## src/design/chd_pkg.sv

```systemverilog
// shared types, constants and helpers of the canonical huffman decoder
package chd_pkg;

  localparam int NUM_SYMBOLS_DEF = 288;
  localparam int MAX_LEN_DEF     = 15;
  localparam int WIN_BITS        = 15;
  localparam int FIXED_COUNT     = 288;
  localparam int SYM_W           = 9;
  localparam int LEN_W           = 4;
  localparam int ACT_W           = 3;
  localparam int ST_W            = 2;
  localparam int NUM_LENS        = 16;

  typedef enum logic [ACT_W-1:0] {
    ACT_CLEAR  = 3'd0,
    ACT_LOAD   = 3'd1,
    ACT_BUILD  = 3'd2,
    ACT_FIXED  = 3'd3,
    ACT_DECODE = 3'd4
  } chd_action_t;

  localparam logic [ST_W-1:0] ST_OK      = 2'd0;
  localparam logic [ST_W-1:0] ST_NOMATCH = 2'd1;
  localparam logic [ST_W-1:0] ST_INVALID = 2'd2;

  typedef enum logic [3:0] {
    S_IDLE,
    S_KRAFT,
    S_CHECK,
    S_DERIVE,
    S_SORT_RD,
    S_SORT_LAT,
    S_SORT_SCAN,
    S_SORT_WR,
    S_FILL,
    S_DEC,
    S_DEC_CAP,
    S_OUT
  } chd_state_t;

  // commands from controller to datapath
  typedef struct packed {
    logic accept;
    logic kraft_step;
    logic check_fail;
    logic derive_init;
    logic derive_step;
    logic sort_rd;
    logic sort_lat;
    logic sort_scan;
    logic sort_wr;
    logic fill_step;
    logic fin_ok;
    logic dec_look;
    logic dec_cap;
  } chd_cmd_t;

  // status from datapath to controller
  typedef struct packed {
    logic sweep_done;
    logic build_ok;
    logic derive_last;
    logic sort_done;
    logic cur_zero;
    logic fill_last;
  } chd_sts_t;

  // fixed literal/length table in canonical order
  function automatic logic [SYM_W-1:0] fixed_sym(input logic [SYM_W-1:0] i);
    logic [SYM_W-1:0] s;
    if (i < 9'd24)       s = 9'(256 + int'(i));
    else if (i < 9'd168) s = 9'(int'(i) - 24);
    else if (i < 9'd176) s = 9'(280 + int'(i) - 168);
    else                 s = 9'(144 + int'(i) - 176);
    return s;
  endfunction

endpackage

```

## src/design/chd_ctrl.sv

```systemverilog
// controller state machine of the canonical huffman decoder
module chd_ctrl (
  input  logic                      clk,
  input  logic                      rst_n,
  input  logic                      in_valid,
  input  logic [chd_pkg::ACT_W-1:0] in_action,
  output logic                      in_ready,
  output logic                      out_valid,
  input  logic                      out_ready,
  input  chd_pkg::chd_sts_t         sts,
  output chd_pkg::chd_cmd_t         cmd
);

  chd_pkg::chd_state_t state_r, state_nxt;
  logic fixed_r, fixed_nxt;

  always_ff @(posedge clk) begin
    if (!rst_n) begin
      state_r <= chd_pkg::S_IDLE;
      fixed_r <= 1'b0;
    end else begin
      state_r <= state_nxt;
      fixed_r <= fixed_nxt;
    end
  end

  always_comb begin
    state_nxt = state_r;
    fixed_nxt = fixed_r;
    cmd       = '0;
    in_ready  = 1'b0;
    out_valid = 1'b0;
    unique case (state_r)
      chd_pkg::S_IDLE: begin
        in_ready = 1'b1;
        if (in_valid) begin
          cmd.accept = 1'b1;
          if (in_action == chd_pkg::ACT_BUILD) begin
            fixed_nxt = 1'b0;
            state_nxt = chd_pkg::S_KRAFT;
          end else if (in_action == chd_pkg::ACT_FIXED) begin
            fixed_nxt       = 1'b1;
            cmd.derive_init = 1'b1;
            state_nxt       = chd_pkg::S_DERIVE;
          end else if (in_action == chd_pkg::ACT_DECODE) begin
            state_nxt = chd_pkg::S_DEC;
          end else begin
            state_nxt = chd_pkg::S_OUT;
          end
        end
      end
      chd_pkg::S_KRAFT: begin
        cmd.kraft_step = 1'b1;
        if (sts.sweep_done) state_nxt = chd_pkg::S_CHECK;
      end
      chd_pkg::S_CHECK: begin
        if (sts.build_ok) begin
          cmd.derive_init = 1'b1;
          state_nxt       = chd_pkg::S_DERIVE;
        end else begin
          cmd.check_fail = 1'b1;
          state_nxt      = chd_pkg::S_OUT;
        end
      end
      chd_pkg::S_DERIVE: begin
        cmd.derive_step = 1'b1;
        if (sts.derive_last) state_nxt = fixed_r ? chd_pkg::S_FILL : chd_pkg::S_SORT_RD;
      end
      chd_pkg::S_SORT_RD: begin
        if (sts.sort_done) begin
          cmd.fin_ok = 1'b1;
          state_nxt  = chd_pkg::S_OUT;
        end else begin
          cmd.sort_rd = 1'b1;
          state_nxt   = chd_pkg::S_SORT_LAT;
        end
      end
      chd_pkg::S_SORT_LAT: begin
        cmd.sort_lat = 1'b1;
        state_nxt    = sts.cur_zero ? chd_pkg::S_SORT_RD : chd_pkg::S_SORT_SCAN;
      end
      chd_pkg::S_SORT_SCAN: begin
        cmd.sort_scan = 1'b1;
        if (sts.sweep_done) state_nxt = chd_pkg::S_SORT_WR;
      end
      chd_pkg::S_SORT_WR: begin
        cmd.sort_wr = 1'b1;
        state_nxt   = chd_pkg::S_SORT_RD;
      end
      chd_pkg::S_FILL: begin
        cmd.fill_step = 1'b1;
        if (sts.fill_last) begin
          cmd.fin_ok = 1'b1;
          state_nxt  = chd_pkg::S_OUT;
        end
      end
      chd_pkg::S_DEC: begin
        cmd.dec_look = 1'b1;
        state_nxt    = chd_pkg::S_DEC_CAP;
      end
      chd_pkg::S_DEC_CAP: begin
        cmd.dec_cap = 1'b1;
        state_nxt   = chd_pkg::S_OUT;
      end
      chd_pkg::S_OUT: begin
        out_valid = 1'b1;
        if (out_ready) state_nxt = chd_pkg::S_IDLE;
      end
      default: state_nxt = chd_pkg::S_IDLE;
    endcase
  end

endmodule

```

## config.mk

```make
export PLATFORM = sky130hd
export DESIGN_NAME = chd_ctrl
export DESIGN_NICKNAME = d
export VERILOG_FILES = /design/src/design/chd_pkg.sv /design/src/design/chd_ctrl.sv
export SDC_FILE = /design/constraint.sdc
export NUM_CORES = 1
export LEC_CHECK = 0
export BUFFER_PORTS_ARGS = -buffer_cell sky130_fd_sc_hd__buf_4
export CAP_MARGIN = 20
export CORE_MARGIN = 2
export CORE_UTILIZATION = 45
export DETAILED_ROUTE_END_ITERATION = 16
export PLACE_DENSITY_LB_ADDON = 0.05
export SLEW_MARGIN = 10
export SYNTH_ARGS = -nofsm -noshare
export SYNTH_HDL_FRONTEND = slang
export SYNTH_SLANG_ARGS = --single-unit
```

## constraint.sdc

```tcl
create_clock -name clk -period 1.69 [get_ports clk]
set_clock_uncertainty 0.1 [all_clocks]
set_input_delay 0.0845 -clock clk [delete_from_list [all_inputs] [get_ports clk]]
set_output_delay 0.0845 -clock clk [all_outputs]
set_load 0.01 [all_outputs]
```

==> impl_metrics.ini <==
[detailed_routing]
wl_per_cell_um = 13.8
drt-vias-per-instance = 5.40
wirelength_um = 1900
drt_pass1_iterations = 4
ant_nets = 0
drc_errors = 0
drt_iter0_drc = 13
vias = 745

[worst_setup_path]
critPathRequiredTime_ns = 1.51
cp_max_fo = 2
cp-end-kind = primary output
arrival_ns = 1.67
path_class = register to primary output
crit_path_start_kind = register

[global_route]
grt_pass1_wl_um = 2500
overflow = 0
grt_pass1_vias = 619
antenna_found_initial = 0
grt_max_degree = 13
grt_use_total = 0.226

[finish]
finalNetCount = 137
stdcell_count = 138
final_common_cell = buf_4
finalCoreUtilization = 0.778
diodes = 0
final_cell_mix = 46 x buf_4, 10 x nand2_1, 7 x nor2_1
area_delta_synth_final_pct = 62.4
post-route-cell-area_um2 = 1000
drive_gt1_frac = 0.528

[power_and_ir_drop]
p_per_area_mw_per_mm2 = 1460
switching_share = 0.432
peakVddDrop_uv = 1110
p_sw_mw = 0.631
finalPower_mw = 1.46
power.internal_mw = 0.831
pwr-share-clk = 0.101
power_frac_seq = 0.167
p_comb_frac = 0.732
leakagePower_nw = 0.462

[clocking]
cts_htree_levels = 1
clkTransAtPathRegs_ns = 0.05
clock_path_buffers = 2
cts_tree = yes
cts.sinks = 5
numCtsBuffers = 3
clock_latency_ns = 0.25
ctsRootBufferMaster = clkbuf_4

[placed_design]
dpl_cell_area_um2 = 911
dp_slack_ns = -0.0507
hpwl_um = 1330
port_buffers = 27
gp_congestion = 0.866
dpl.cell_count = 130

[sta]
fmax_ghz = 0.540
fin_tns_setup_ns = -0.162
drv_slew = 0
rsz0062_at_grt = true
period_needed_ns = 1.85
hold_viol_final = 0
post-route-period-util = 1.10
whs_ns = 0.0279
setup_ws_ns = -0.162
max_slew_margin = 0.759
setup_viol = 1
tightest_slew_ns = 0.361

[die]
die_h_um = 41.0
ios = 28
coreArea_mm2 = 0.00128
dieWidth_um = 41.0
row_count = 13
dieArea_mm2 = 0.00168
initial_core_util = 0.479

[job]
maxCapViolations = 0

[outcome]
status = finished with violations
violations = negative setup slack

[synthesis]
yosysSeqAreaShare = 0.163
synth_area_um2 = 616
synth-async-reset-ratio = 0
yosys_register_bits = 5
syn_nets = 92
synthFlopType = dfxtp_1
synth-edff-count = 0
synth.distinct_cells = 38
yosys_warnings = 0
syn_inst = 79
avgSynthCellArea_um2 = 7.79

[worst_hold_path]
hp-class = primary input to register
-- power groups by stage --
| stage | Combinational [mW] | Clock, mW | Sequential [mW] |
|---|---|---|---|
| 2_1_floorplan | 0.595 | 0 | 0.194 |
| 3_3_place_gp | 0.909 | 0 | 0.252 |
| 3_5_place_dp | 0.920 | 0 | 0.255 |
| 4_1_cts | 1.02 | 0.147 | 0.240 |
| 5_1_grt | 1.14 | 0.159 | 0.249 |
| 6_report | 1.07 | 0.148 | 0.243 |
-- layout make-up --
class                           count  area [µm²]
Inverter                            5        18.8
Tap cell                           15        18.8
Multi-Input combinational cell     63         480
Sequential cell                     5         110
Timing Repair Buffer               46         345
Clock buffer                        4        26.3
Fill cell                          94         285
-- timing repair --
item | in CTS | in global routing
endpoints found under the setup margin | 6 | 4
hold buffers | 0 | 0
gates resized for setup | 8 | 3
setup buffers | 3 | 1
pin swaps | 2 | 3
endpoints found under the hold margin | 0 | 0
-- worst max-delay path, cell delays in order, from the launching register on --
cell and delay (ns):
dfxtp_4 0.35, nor4_4 0.32, and2_4 0.21, nand3_4 0.08, a2111oi_4 0.30, buf_4 0.17
-- per-layer routing --
| layer | global-route usage | routed length [µm] | vias up |
|---|---|---|---|
| met4 | 0.100 | 12 | 0 |
| li1 | - | - | 375 |
| met5 | 0 | 0 | - |
| met1 | 0.275 | 832 | 341 |
| met2 | 0.395 | 962 | 25 |
| met3 | 0.0217 | 95 | 4 |
-- sequential cells by signal (all words and copies together) (netlist names) --
name     count
state_r      4
fixed_r      1
-- path summary, 6_finish.rpt --
path                startpoint  depth (start not counted)  slack, ns         end
hold reg to reg        fixed_r                          2       0.37     fixed_r
setup / recovery    state_r[0]                          5      -0.16      cmd[9]
hold / removal    in_action[0]                          3       0.03     fixed_r
setup reg to reg    state_r[0]                          7       0.04  state_r[0]
-- kinds of logic (layout without fill, tap and decap cells) --
family / count (synthesis) / count (layout) / synth area share
AO/OA/AOI/OAI: 16 / 16 / 0.232
XOR/XNOR: 1 / 1 / 0.0142
buffers and inverters: 11 / 55 / 0.0935
flip-flops: 5 / 5 / 0.163
multiplexers: 3 / 3 / 0.0488
AND/OR/NAND/NOR: 43 / 43 / 0.449
-- synth_stat cells, types with 2 or more instances --
| library cell | count | share of area |
|---|---|---|
| a21oi_1 | 4 | 0.033 |
| and3_1 | 2 | 0.020 |
| buf_4 | 2 | 0.024 |
| clkbuf_1 | 2 | 0.012 |
| dfxtp_1 | 5 | 0.16 |
| inv_1 | 5 | 0.030 |
| mux2i_1 | 3 | 0.049 |
| nand2_1 | 10 | 0.061 |
| nand2b_1 | 2 | 0.020 |
| nand3_1 | 3 | 0.024 |
| nor2_1 | 7 | 0.043 |
| nor2b_1 | 4 | 0.041 |
| nor3_1 | 3 | 0.024 |
| nor3b_1 | 2 | 0.024 |
| or3b_1 | 2 | 0.028 |
(Power assumes the default switching activity.)
